<file path="src/isotp_pkg.sv">
// ----------------------------------------------------------------------------
// isotp_pkg
// Shared types and constants for the response segmenter: protocol modes,
// configuration register indexes, item and frame payload structures.
// ----------------------------------------------------------------------------
package isotp_pkg;

    // Largest number of data bytes in one frame
    localparam int MAX_FRAME_DATA = 7;
    // Data bytes carried by a first frame
    localparam int FF_DATA = 6;

    // Fixed header bytes
    localparam logic [7:0] HDR_CAN11_BYTE = 8'h07;
    localparam logic [7:0] HDR_CAN29_BYTE = 8'hDA;
    localparam logic [7:0] HDR_KLINE_BYTE = 8'h41;

    // PCI frame type nibbles
    localparam logic [3:0] PCI_SINGLE      = 4'h0;
    localparam logic [3:0] PCI_FIRST       = 4'h1;
    localparam logic [3:0] PCI_CONSECUTIVE = 4'h2;

    // Header and PCI byte counts
    localparam logic [2:0] HLEN_CAN11 = 3'd2;
    localparam logic [2:0] HLEN_CAN29 = 3'd4;
    localparam logic [2:0] HLEN_NONCAN = 3'd3;
    localparam logic [1:0] PLEN_NONE  = 2'd0;
    localparam logic [1:0] PLEN_ONE   = 2'd1;
    localparam logic [1:0] PLEN_TWO   = 2'd2;

    typedef enum logic [1:0] {
        MODE_CAN11 = 2'd0,
        MODE_CAN29 = 2'd1,
        MODE_KLINE = 2'd2,
        MODE_OTHER = 2'd3
    } mode_t;

    typedef enum logic [1:0] {
        CFG_PROTOCOL_MODE  = 2'd0,
        CFG_TESTER_ADDRESS = 2'd1,
        CFG_CAN_PRIORITY   = 2'd2,
        CFG_ADD_CHECKSUM   = 2'd3
    } cfg_idx_t;

    // Configuration register set
    typedef struct packed {
        mode_t      protocol_mode;
        logic [7:0] tester_address;
        logic [7:0] can_priority;
        logic       add_checksum;
    } cfg_t;

    // One request item
    typedef struct packed {
        logic [7:0]  data_byte;
        logic [11:0] message_length;
        logic [7:0]  ecu_address;
    } item_t;

    // One outgoing frame
    typedef struct packed {
        logic [31:0] header_bytes;
        logic [2:0]  header_length;
        logic [15:0] pci_bytes;
        logic [1:0]  pci_length;
        logic [55:0] payload;
        logic [2:0]  payload_length;
        logic [7:0]  checksum;
        logic        checksum_valid;
        logic        last_frame;
    } frame_t;

endpackage

</file>
<file path="src/isotp_if.sv">
// ----------------------------------------------------------------------------
// isotp channel interfaces
// Valid/ready channels for message bytes, outgoing frames and register writes.
// ----------------------------------------------------------------------------
interface isotp_req_if import isotp_pkg::*; ();
    logic        valid;
    logic        ready;
    logic [7:0]  data_byte;
    logic [11:0] message_length;
    logic [7:0]  ecu_address;

    modport source (output valid, data_byte, message_length, ecu_address, input ready);
    modport sink   (input valid, data_byte, message_length, ecu_address, output ready);
endinterface

interface isotp_frm_if import isotp_pkg::*; ();
    logic        valid;
    logic        ready;
    logic [31:0] header_bytes;
    logic [2:0]  header_length;
    logic [15:0] pci_bytes;
    logic [1:0]  pci_length;
    logic [55:0] payload;
    logic [2:0]  payload_length;
    logic [7:0]  checksum;
    logic        checksum_valid;
    logic        last_frame;

    modport source (output valid, header_bytes, header_length, pci_bytes, pci_length,
                    payload, payload_length, checksum, checksum_valid, last_frame,
                    input ready);
    modport sink   (input valid, header_bytes, header_length, pci_bytes, pci_length,
                    payload, payload_length, checksum, checksum_valid, last_frame,
                    output ready);
endinterface

interface isotp_cfg_if import isotp_pkg::*; ();
    logic       valid;
    logic       ready;
    logic [1:0] index;
    logic [7:0] data;

    modport source (output valid, index, data, input ready);
    modport sink   (input valid, index, data, output ready);
endinterface

</file>
<file path="src/isotp_cfg.sv">
// ----------------------------------------------------------------------------
// isotp_cfg
// Configuration register file; takes one register write per cycle.
// ----------------------------------------------------------------------------
module isotp_cfg import isotp_pkg::*; (
    input  logic        clk,
    input  logic        rst_n,
    isotp_cfg_if.sink   cfg,
    output cfg_t        regs
);

    cfg_t regs_reg;
    cfg_t regs_next;

    assign cfg.ready = 1'b1;
    assign regs      = regs_reg;

    // Decode the write index
    always_comb
    begin
        regs_next = regs_reg;
        if (cfg.valid)
        begin
            case (cfg_idx_t'(cfg.index))
                CFG_PROTOCOL_MODE:  regs_next.protocol_mode  = mode_t'(cfg.data[1:0]);
                CFG_TESTER_ADDRESS: regs_next.tester_address = cfg.data;
                CFG_CAN_PRIORITY:   regs_next.can_priority   = cfg.data;
                CFG_ADD_CHECKSUM:   regs_next.add_checksum   = cfg.data[0];
                default:            regs_next = regs_reg;
            endcase
        end
    end

    // Hold the registers
    always_ff @(posedge clk or negedge rst_n)
    begin
        if (!rst_n)
        begin
            regs_reg.protocol_mode  <= MODE_CAN11;
            regs_reg.tester_address <= 8'd241;
            regs_reg.can_priority   <= 8'd24;
            regs_reg.add_checksum   <= 1'b0;
        end
        else
        begin
            regs_reg <= regs_next;
        end
    end

endmodule

</file>
<file path="src/isotp_framer.sv">
// ----------------------------------------------------------------------------
// isotp_framer
// Message state and frame building: collects bytes into a chunk and forms
// header, PCI, payload and checksum when the chunk fills or the message ends.
// ----------------------------------------------------------------------------
module isotp_framer import isotp_pkg::*; (
    input  logic   clk,
    input  logic   rst_n,
    input  cfg_t   regs,
    input  item_t  item,
    input  logic   step,
    output logic   emit,
    output frame_t frame
);

    logic [11:0] bytes_taken_reg, bytes_taken_next;
    logic [11:0] latched_length_reg, latched_length_next;
    logic [7:0]  latched_address_reg, latched_address_next;
    logic [3:0]  sequence_reg, sequence_next;
    logic [55:0] chunk_reg, chunk_next;
    logic [2:0]  fill_reg, fill_next;
    logic [7:0]  chunk_sum_reg, chunk_sum_next;
    logic        multi_reg, multi_next;
    logic        first_reg, first_next;

    logic        start;
    logic [11:0] len_in;
    logic [11:0] eff_len;
    logic [7:0]  eff_addr;
    logic        eff_multi;
    logic        eff_first;
    logic [3:0]  eff_seq;
    logic [2:0]  eff_fill;
    logic [55:0] eff_chunk;
    logic [7:0]  eff_sum;
    logic [55:0] chunk_n;
    logic [2:0]  fill_n;
    logic [7:0]  sum_n;
    logic [11:0] taken_n;
    logic        is_can;
    logic [2:0]  cap;
    logic        last;

    // Pick up length and address on the first byte of a message
    always_comb
    begin
        start     = (bytes_taken_reg == '0);
        len_in    = (item.message_length == '0) ? 12'd1 : item.message_length;
        eff_len   = start ? len_in : latched_length_reg;
        eff_addr  = start ? item.ecu_address : latched_address_reg;
        eff_multi = start ? (len_in > 12'(MAX_FRAME_DATA)) : multi_reg;
        eff_first = start ? 1'b1 : first_reg;
        eff_seq   = start ? 4'd0 : sequence_reg;
        eff_fill  = start ? 3'd0 : fill_reg;
        eff_chunk = start ? 56'd0 : chunk_reg;
        eff_sum   = start ? 8'd0 : chunk_sum_reg;
    end

    // Shift the byte in and decide whether the frame is complete
    always_comb
    begin
        chunk_n = {eff_chunk[47:0], item.data_byte};
        fill_n  = eff_fill + 3'd1;
        sum_n   = eff_sum + item.data_byte;
        taken_n = bytes_taken_reg + 12'd1;
        is_can  = (regs.protocol_mode == MODE_CAN11) || (regs.protocol_mode == MODE_CAN29);
        cap     = (is_can && eff_multi && eff_first) ? 3'(FF_DATA) : 3'(MAX_FRAME_DATA);
        last    = (taken_n >= eff_len);
        emit    = last || (fill_n >= cap);
    end

    // Build header, PCI and checksum
    always_comb
    begin
        frame = '0;
        case (regs.protocol_mode)
            MODE_CAN11:
            begin
                frame.header_bytes  = {16'd0, HDR_CAN11_BYTE, eff_addr};
                frame.header_length = HLEN_CAN11;
            end
            MODE_CAN29:
            begin
                frame.header_bytes  = {regs.can_priority, HDR_CAN29_BYTE,
                                       regs.tester_address, eff_addr};
                frame.header_length = HLEN_CAN29;
            end
            default:
            begin
                frame.header_bytes  = {8'd0, HDR_KLINE_BYTE, regs.tester_address, eff_addr};
                frame.header_length = HLEN_NONCAN;
            end
        endcase

        if (!is_can)
        begin
            frame.pci_bytes  = 16'd0;
            frame.pci_length = PLEN_NONE;
        end
        else if (eff_multi && eff_first)
        begin
            frame.pci_bytes  = {PCI_FIRST, eff_len};
            frame.pci_length = PLEN_TWO;
        end
        else if (eff_multi)
        begin
            frame.pci_bytes  = {8'd0, PCI_CONSECUTIVE, eff_seq};
            frame.pci_length = PLEN_ONE;
        end
        else
        begin
            frame.pci_bytes  = {8'd0, PCI_SINGLE, 1'b0, fill_n};
            frame.pci_length = PLEN_ONE;
        end

        frame.payload        = chunk_n;
        frame.payload_length = fill_n;
        frame.last_frame     = last;

        if ((regs.protocol_mode == MODE_KLINE) && regs.add_checksum)
        begin
            frame.checksum       = HDR_KLINE_BYTE + regs.tester_address + eff_addr + sum_n;
            frame.checksum_valid = 1'b1;
        end
    end

    // Advance the message state on each consumed byte
    always_comb
    begin
        bytes_taken_next     = bytes_taken_reg;
        latched_length_next  = latched_length_reg;
        latched_address_next = latched_address_reg;
        sequence_next        = sequence_reg;
        chunk_next           = chunk_reg;
        fill_next            = fill_reg;
        chunk_sum_next       = chunk_sum_reg;
        multi_next           = multi_reg;
        first_next           = first_reg;
        if (step)
        begin
            latched_length_next  = eff_len;
            latched_address_next = eff_addr;
            multi_next           = eff_multi;
            if (last)
            begin
                bytes_taken_next = 12'd0;
                first_next       = 1'b1;
                sequence_next    = 4'd0;
                chunk_next       = 56'd0;
                fill_next        = 3'd0;
                chunk_sum_next   = 8'd0;
            end
            else if (emit)
            begin
                bytes_taken_next = taken_n;
                first_next       = 1'b0;
                sequence_next    = eff_seq + 4'd1;
                chunk_next       = 56'd0;
                fill_next        = 3'd0;
                chunk_sum_next   = 8'd0;
            end
            else
            begin
                bytes_taken_next = taken_n;
                first_next       = eff_first;
                sequence_next    = eff_seq;
                chunk_next       = chunk_n;
                fill_next        = fill_n;
                chunk_sum_next   = sum_n;
            end
        end
    end

    // Hold control state
    always_ff @(posedge clk or negedge rst_n)
    begin
        if (!rst_n)
        begin
            bytes_taken_reg <= '0;
            sequence_reg    <= '0;
            fill_reg        <= '0;
            multi_reg       <= 1'b0;
            first_reg       <= 1'b1;
        end
        else
        begin
            bytes_taken_reg <= bytes_taken_next;
            sequence_reg    <= sequence_next;
            fill_reg        <= fill_next;
            multi_reg       <= multi_next;
            first_reg       <= first_next;
        end
    end

    // Hold the chunk and latched message fields
    always_ff @(posedge clk or negedge rst_n)
    begin
        if (!rst_n)
        begin
            latched_length_reg  <= '0;
            latched_address_reg <= '0;
            chunk_reg           <= '0;
            chunk_sum_reg       <= '0;
        end
        else
        begin
            latched_length_reg  <= latched_length_next;
            latched_address_reg <= latched_address_next;
            chunk_reg           <= chunk_next;
            chunk_sum_reg       <= chunk_sum_next;
        end
    end

endmodule

</file>
<file path="src/isotp_response_segmenter.sv">
// Path: the request carrying a frame's last byte is held in the input register,
//   then its frame is loaded into the frame register that drives the channel.
// Throughput: one request per cycle; a full frame register that is not being read
//   stalls requests that complete a frame. The frame register decouples the sides.
// Reset: rst_n clears the valid flags of both pipeline registers and the message
//   state, and loads the configuration defaults (CAN 11-bit, tester 0xF1, priority 0x18).
// ----------------------------------------------------------------------------
// isotp_response_segmenter
// Cuts a byte stream of response messages into CAN or K-line frames.
// ----------------------------------------------------------------------------
module isotp_response_segmenter import isotp_pkg::*; (
    input  logic         clk,
    input  logic         rst_n,
    isotp_req_if.sink    req,
    isotp_frm_if.source  frm,
    isotp_cfg_if.sink    cfg
);

    cfg_t   regs;
    logic   req_valid_reg, req_valid_next;
    item_t  req_item_reg;
    logic   frm_valid_reg, frm_valid_next;
    frame_t frm_data_reg;
    logic   out_free;
    logic   consume;
    logic   emit;
    frame_t frame;

    isotp_cfg u_cfg (
        .clk   (clk),
        .rst_n (rst_n),
        .cfg   (cfg),
        .regs  (regs)
    );

    isotp_framer u_framer (
        .clk   (clk),
        .rst_n (rst_n),
        .regs  (regs),
        .item  (req_item_reg),
        .step  (consume),
        .emit  (emit),
        .frame (frame)
    );

    // Consume the held request when it completes no frame or its frame has a place to go
    assign out_free  = !frm_valid_reg || frm.ready;
    assign consume   = req_valid_reg && (!emit || out_free);
    assign req.ready = !req_valid_reg || consume;

    always_comb
    begin
        req_valid_next = req_valid_reg;
        if (req.ready)
        begin
            req_valid_next = req.valid;
        end
        frm_valid_next = frm_valid_reg;
        if (consume && emit)
        begin
            frm_valid_next = 1'b1;
        end
        else if (frm.ready)
        begin
            frm_valid_next = 1'b0;
        end
    end

    // Hold valid flags
    always_ff @(posedge clk or negedge rst_n)
    begin
        if (!rst_n)
        begin
            req_valid_reg <= 1'b0;
            frm_valid_reg <= 1'b0;
        end
        else
        begin
            req_valid_reg <= req_valid_next;
            frm_valid_reg <= frm_valid_next;
        end
    end

    // Load request and frame payloads
    always_ff @(posedge clk)
    begin
        if (req.ready && req.valid)
        begin
            req_item_reg <= '{data_byte:      req.data_byte,
                              message_length: req.message_length,
                              ecu_address:    req.ecu_address};
        end
        if (consume && emit)
        begin
            frm_data_reg <= frame;
        end
    end

    // Drive the frame channel
    assign frm.valid          = frm_valid_reg;
    assign frm.header_bytes   = frm_data_reg.header_bytes;
    assign frm.header_length  = frm_data_reg.header_length;
    assign frm.pci_bytes      = frm_data_reg.pci_bytes;
    assign frm.pci_length     = frm_data_reg.pci_length;
    assign frm.payload        = frm_data_reg.payload;
    assign frm.payload_length = frm_data_reg.payload_length;
    assign frm.checksum       = frm_data_reg.checksum;
    assign frm.checksum_valid = frm_data_reg.checksum_valid;
    assign frm.last_frame     = frm_data_reg.last_frame;

endmodule

</file>
<file path="src/flat_wrapper.sv">
// flat-port wrapper written by rule: the top's interface ports become plain ports
module isotp_response_segmenter_flat import isotp_pkg::*;
  (clk, rst_n, req_valid, req_data_byte, req_message_length, req_ecu_address, req_ready, frm_valid, frm_header_bytes, frm_header_length, frm_pci_bytes, frm_pci_length, frm_payload, frm_payload_length, frm_checksum, frm_checksum_valid, frm_last_frame, frm_ready, cfg_valid, cfg_index, cfg_data, cfg_ready);
  isotp_req_if req_i ();
  isotp_frm_if frm_i ();
  isotp_cfg_if cfg_i ();
  input  logic clk;
  input  logic rst_n;
  input wire logic [$bits(req_i.valid)-1:0] req_valid;
  input wire logic [$bits(req_i.data_byte)-1:0] req_data_byte;
  input wire logic [$bits(req_i.message_length)-1:0] req_message_length;
  input wire logic [$bits(req_i.ecu_address)-1:0] req_ecu_address;
  output wire logic [$bits(req_i.ready)-1:0] req_ready;
  output wire logic [$bits(frm_i.valid)-1:0] frm_valid;
  output wire logic [$bits(frm_i.header_bytes)-1:0] frm_header_bytes;
  output wire logic [$bits(frm_i.header_length)-1:0] frm_header_length;
  output wire logic [$bits(frm_i.pci_bytes)-1:0] frm_pci_bytes;
  output wire logic [$bits(frm_i.pci_length)-1:0] frm_pci_length;
  output wire logic [$bits(frm_i.payload)-1:0] frm_payload;
  output wire logic [$bits(frm_i.payload_length)-1:0] frm_payload_length;
  output wire logic [$bits(frm_i.checksum)-1:0] frm_checksum;
  output wire logic [$bits(frm_i.checksum_valid)-1:0] frm_checksum_valid;
  output wire logic [$bits(frm_i.last_frame)-1:0] frm_last_frame;
  input wire logic [$bits(frm_i.ready)-1:0] frm_ready;
  input wire logic [$bits(cfg_i.valid)-1:0] cfg_valid;
  input wire logic [$bits(cfg_i.index)-1:0] cfg_index;
  input wire logic [$bits(cfg_i.data)-1:0] cfg_data;
  output wire logic [$bits(cfg_i.ready)-1:0] cfg_ready;
  assign req_i.valid = req_valid;
  assign req_i.data_byte = req_data_byte;
  assign req_i.message_length = req_message_length;
  assign req_i.ecu_address = req_ecu_address;
  assign req_ready = req_i.ready;
  assign frm_valid = frm_i.valid;
  assign frm_header_bytes = frm_i.header_bytes;
  assign frm_header_length = frm_i.header_length;
  assign frm_pci_bytes = frm_i.pci_bytes;
  assign frm_pci_length = frm_i.pci_length;
  assign frm_payload = frm_i.payload;
  assign frm_payload_length = frm_i.payload_length;
  assign frm_checksum = frm_i.checksum;
  assign frm_checksum_valid = frm_i.checksum_valid;
  assign frm_last_frame = frm_i.last_frame;
  assign frm_i.ready = frm_ready;
  assign cfg_i.valid = cfg_valid;
  assign cfg_i.index = cfg_index;
  assign cfg_i.data = cfg_data;
  assign cfg_ready = cfg_i.ready;
  isotp_response_segmenter u_core (.clk(clk), .rst_n(rst_n), .req(req_i), .frm(frm_i), .cfg(cfg_i));
endmodule
</file>
<file path="config.mk">
export PLATFORM = sky130hd
export DESIGN_NAME = isotp_response_segmenter_flat
export DESIGN_NICKNAME = d
export VERILOG_FILES = /design/src/isotp_pkg.sv /design/src/isotp_if.sv /design/src/isotp_cfg.sv /design/src/isotp_framer.sv /design/src/isotp_response_segmenter.sv /design/src/flat_wrapper.sv
export SDC_FILE = /design/constraint.sdc
export NUM_CORES = 1
export LEC_CHECK = 0
export ABC_AREA = 1
export BUFFER_PORTS_ARGS = -buffer_cell sky130_fd_sc_hd__buf_4
export CAP_MARGIN = 20
export CORE_AREA = 10 10 192 194
export CTS_CLUSTER_SIZE = 24
export DETAILED_ROUTE_END_ITERATION = 10
export DIE_AREA = 0 0 202 204
export PLACE_DENSITY_LB_ADDON = 0.05
export RECOVER_POWER = 100
export SYNTH_ARGS = -nofsm -noshare
export SYNTH_HDL_FRONTEND = slang
export SYNTH_SLANG_ARGS = --single-unit
</file>
<file path="constraint.sdc">
create_clock -name clk -period 5.45 [get_ports clk]
set_input_delay 1.09 -clock clk [delete_from_list [all_inputs] [get_ports clk]]
set_output_delay 1.09 -clock clk [all_outputs]
set_load 0.02 [all_outputs]
</file>
==> metrics.yaml <==
timing:
  final-max-slew-violation-count: 50
  final.min_clock_period_ns: 4.90
  timing_worst_slew_pin_value_ns: 2.88
  grt_setup_unrepaired: "false"
  finClkSkew_ns: 0.00975
  final-hold-violation-count: 0
  achievable-frequency_mhz: 204
  finalSetupTns_ns: 0
  timing.slew.headroom_pct: -92.1
  timing.final.crit_share_pct: 90.0
  timing.final.setup_violations: 0
yosys:
  syn-instance-count: 1106
  seq_area_frac_synth_pct: 62.7
  synth_top_cell_by_area: "sky130_fd_sc_hd__edfxtp_1"
  synth.avg_cell_area_sq_um: 10.3
  synthTopCellsByArea: "sky130_fd_sc_hd__edfxtp_1, sky130_fd_sc_hd__dfrtp_1, sky130_fd_sc_hd__nand2_1"
  netlist-cell-type-count: 42
  synth-edff-count: 139
  ys.flop_type: "sky130_fd_sc_hd__edfxtp_1"
  synthMostInstantiatedCell: "sky130_fd_sc_hd__nand2_1"
  netlist_top_cells_count: "sky130_fd_sc_hd__nand2_1, sky130_fd_sc_hd__inv_1, sky130_fd_sc_hd__edfxtp_1, sky130_fd_sc_hd__o21ai_0, sky130_fd_sc_hd__dfrtp_1"
  yosysWarningCount: 0
  synth.ff_latch_count: 257
  synthDominantCellAreaShare_pct: 36.7
  ys_async_sr_fraction_pct: 45.9
  post_synth_instance_area_sq_mm: 0.0114
clock_network:
  clk_slew_on_worst_s_h_paths_ns: 0.06
  cts.hold.buffers_added: 0
  postCtsResizedCells: 0
  cts-htree-levels: 1
  worstSkewPairLatency_ns: 0.55
  tritoncts_num_sinks: 257
  clockRootBuffer: "sky130_fd_sc_hd__clkbuf_16"
  postCtsSetupBuffers: 0
  clk_path_buf_depth: 3
  cts_tree: "built"
  cts_inserted_buffers: 30
placed_design:
  portBuffers: 161
  post-place-cells: 1683
  dp_hpwl_microns: 20700
  gpl.final_weighted_congestion: 0.826
die:
  floorplan.core_area_sq_mm: 0.0331
  fp.dieH_microns: 204
  die-area_sq_mm: 0.0412
  initial_utilization_pct: 34.4
  io_pins: 168
  die_width_microns: 202
  num_rows: 67
setup_path:
  critical-path-max-stage-delay_ns: 0.43
  critical_path.top_delay_family: "simple AND/OR/NAND/NOR gates"
  crit_path_top_delay_cell: "sky130_fd_sc_hd__dfrtp_1"
  crit_path_cell_chain: "inv_1 -> ha_1 -> nand2_1 -> nor2_2 -> nand2_1 -> inv_2 -> or2_0 -> nand2_2 -> inv_1 -> nand2_1 -> nor2_2 -> inv_1 -> ha_1 -> inv_1 -> a21oi_1 -> nand3_4 -> nand2_4 -> nand3_1 -> buf_4"
  worstSetupStartpointType: "register"
  worst_setup_path_startpoint: "u_core.u_framer.bytes_taken_reg[0]"
  worstPathRequired_ns: 4.36
  worst-endpoint-arrival_ns: 3.81
  timing.critical_path.to_type: "output port"
  critical_path.max_fanout: 17
  rr_startpoint: "u_core.u_framer.bytes_taken_reg[0]"
  cp_num_buf_inv: 6
  critical_path_class: "register to output port"
  cpMostUsedCell: "sky130_fd_sc_hd__inv_1"
drt:
  drtIter0Drc: 467
  ant_nets: 0
  postRouteWirelength_microns: 29500
  routed-via-count: 7685
  detail_route.wl_per_cell_microns: 16.9
  avgViaCountPerCell: 4.42
  detailed_routing_iteration_count_for_the_pre_antenna_repair_pass: 5
  post-route-drc-count: 0
power:
  pwr-share-seq_pct: 34.9
  pwr-share-comb_pct: 42.1
  internal_power_mw: 5.31
  p_leak_nw: 5.93
  pwr-share-clk_pct: 23.0
  pwr_density_cell_mw_per_mm2: 662
  power.switching_mw: 3.62
  max-vdd-ir-drop_v: 0.000282
  sw_frac_of_total_pct: 40.6
global_routing:
  grt_first_pass_wirelength_microns: 46500
  grt_antenna_before_repair: 0
  globalRoute.totalOverflow: 0
  via_count_of_the_first_global_routing_pass: 7920
  grt_max_degree: 70
  groute.usage.overall_pct: 14.1
min_path:
  hold_path.startpoint: "u_core.u_framer.multi_reg"
  worstHoldPathType: "register to register"
status:
  status: "finished with violations"
  violations_in_the_final_reports: "capacitance limit, slew limit"
run:
  cap_viol_max_count: 1
finish:
  area.growth.synth_to_final_pct: 18.5
  post_route_cells_drive_above_1_share_pct: 9.22
  finished_layout_cells: 1739
  antenna-diode-count: 0
  flip_flop_count_of_the_largest_register_all_copies_and_words_added: 56
  nets: 1356
worst paths after layout:
check | depth (start not counted) | endpoint | slack (ns)
max | 19 | req_ready | 0.55
min | 2 | u_core.u_framer.multi_reg | 0.48
max reg2reg | 25 | u_core.frm.checksum[7] | 0.75
min reg2reg | 2 | u_core.u_framer.multi_reg | 0.48
max in group asynchronous | 2 | u_core.u_cfg.regs[7] | 1.79
min in group asynchronous | 1 | u_core.u_framer.chunk_reg[21] | 1.46
per-stage QoR:
step | hold WS, ns | utilization (%) | area (sq um) | total power, mW | setup slack [ns]
finish | 0.482 | 40.8 | 13500 | 8.93 | 0.545
global route | 0.499 | 40.8 | 13500 | 9.78 | 0.108
detailed placement | 0.466 | 39.3 | 13000 | 7.27 | 0.739
CTS | 0.483 | 42.4 | 14000 | 9.40 | 0.438
floorplan | 0.445 | - | 11400 | 5.96 | 0.0617
global placement | 0.463 | 39.3 | 13000 | 7.26 | 0.807
area by class of cell:
class,instances,area (sq um)
Fill cell,3404,19600
Clock buffer,40,840
Timing Repair Buffer,172,843
Multi-Input combinational cell,631,3270
Tap cell,448,561
Sequential cell,257,7140
Inverter,175,657
Clock inverter,16,184
worst min-delay path: cells and delay by family, from the launching register on:
kind	cells	cell delay, ns
compound gates	1	0.05
flops	1	0.34
simple gates	1	0.05
power by group through the flow:
stage          Combinational, mW  Sequential, mW  Clock (mW)
5_1_grt                     4.40            3.19        2.20
3_5_place_dp                4.11            3.16           0
3_3_place_gp                4.11            3.15           0
2_1_floorplan               2.52            3.44           0
4_1_cts                     4.15            3.13        2.12
6_report                    3.76            3.11        2.06
layer usage:
metal | routed length, microns | GRT usage [%] | up-vias | share of wire, %
li1 | - | - | 3859 | -
met1 | 13800 | 19.1 | 3629 | 47
met2 | 13500 | 22.7 | 162 | 46
met3 | 1580 | 3.12 | 35 | 5.4
met4 | 525 | 3.36 | 0 | 1.8
met5 | 0 | 0 | - | 0
placed cells by master (no fill, tap or decap), drive strengths merged, types with 2 or more instances in the layout:
master / netlist / routed
nand2: 237 / 237
nor3: 2 / 2
dfstp: 8 / 8
o21a: 4 / 4
buf: 42 / 20
clkinv: 1 / 10
inv: 174 / 174
ha: 38 / 38
a31oi: 2 / 2
nand3: 31 / 31
clkbuf: 5 / 192
clkinvlp: 0 / 3
fa: 8 / 8
conb: 2 / 6
dfrtp: 110 / 110
mux2i: 3 / 3
nand3b: 2 / 2
nor2: 112 / 112
xnor2: 5 / 5
or2: 4 / 4
xor2: 9 / 9
a21o: 2 / 2
bufinv: 0 / 4
o21ai: 133 / 133
a21oi: 24 / 24
nand4: 5 / 5
edfxtp: 139 / 139
cells by family (layout without fill, tap and decap cells):
| group | count (synthesis) | in the layout | synth area share, % |
|---|---|---|---|
| AND/OR/NAND/NOR | 395 | 395 | 14.2 |
| other | 2 | 6 | 0.0660 |
| buffers and inverters | 222 | 403 | 8.26 |
| adder cells (fa/ha/maj) | 46 | 46 | 5.58 |
| flip-flops | 257 | 257 | 62.7 |
| XOR/XNOR | 14 | 14 | 1.08 |
| multiplexers | 3 | 3 | 0.264 |
| AO/OA/AOI/OAI | 167 | 167 | 7.90 |
No activity file was read; power rests on OpenSTA's default activity.
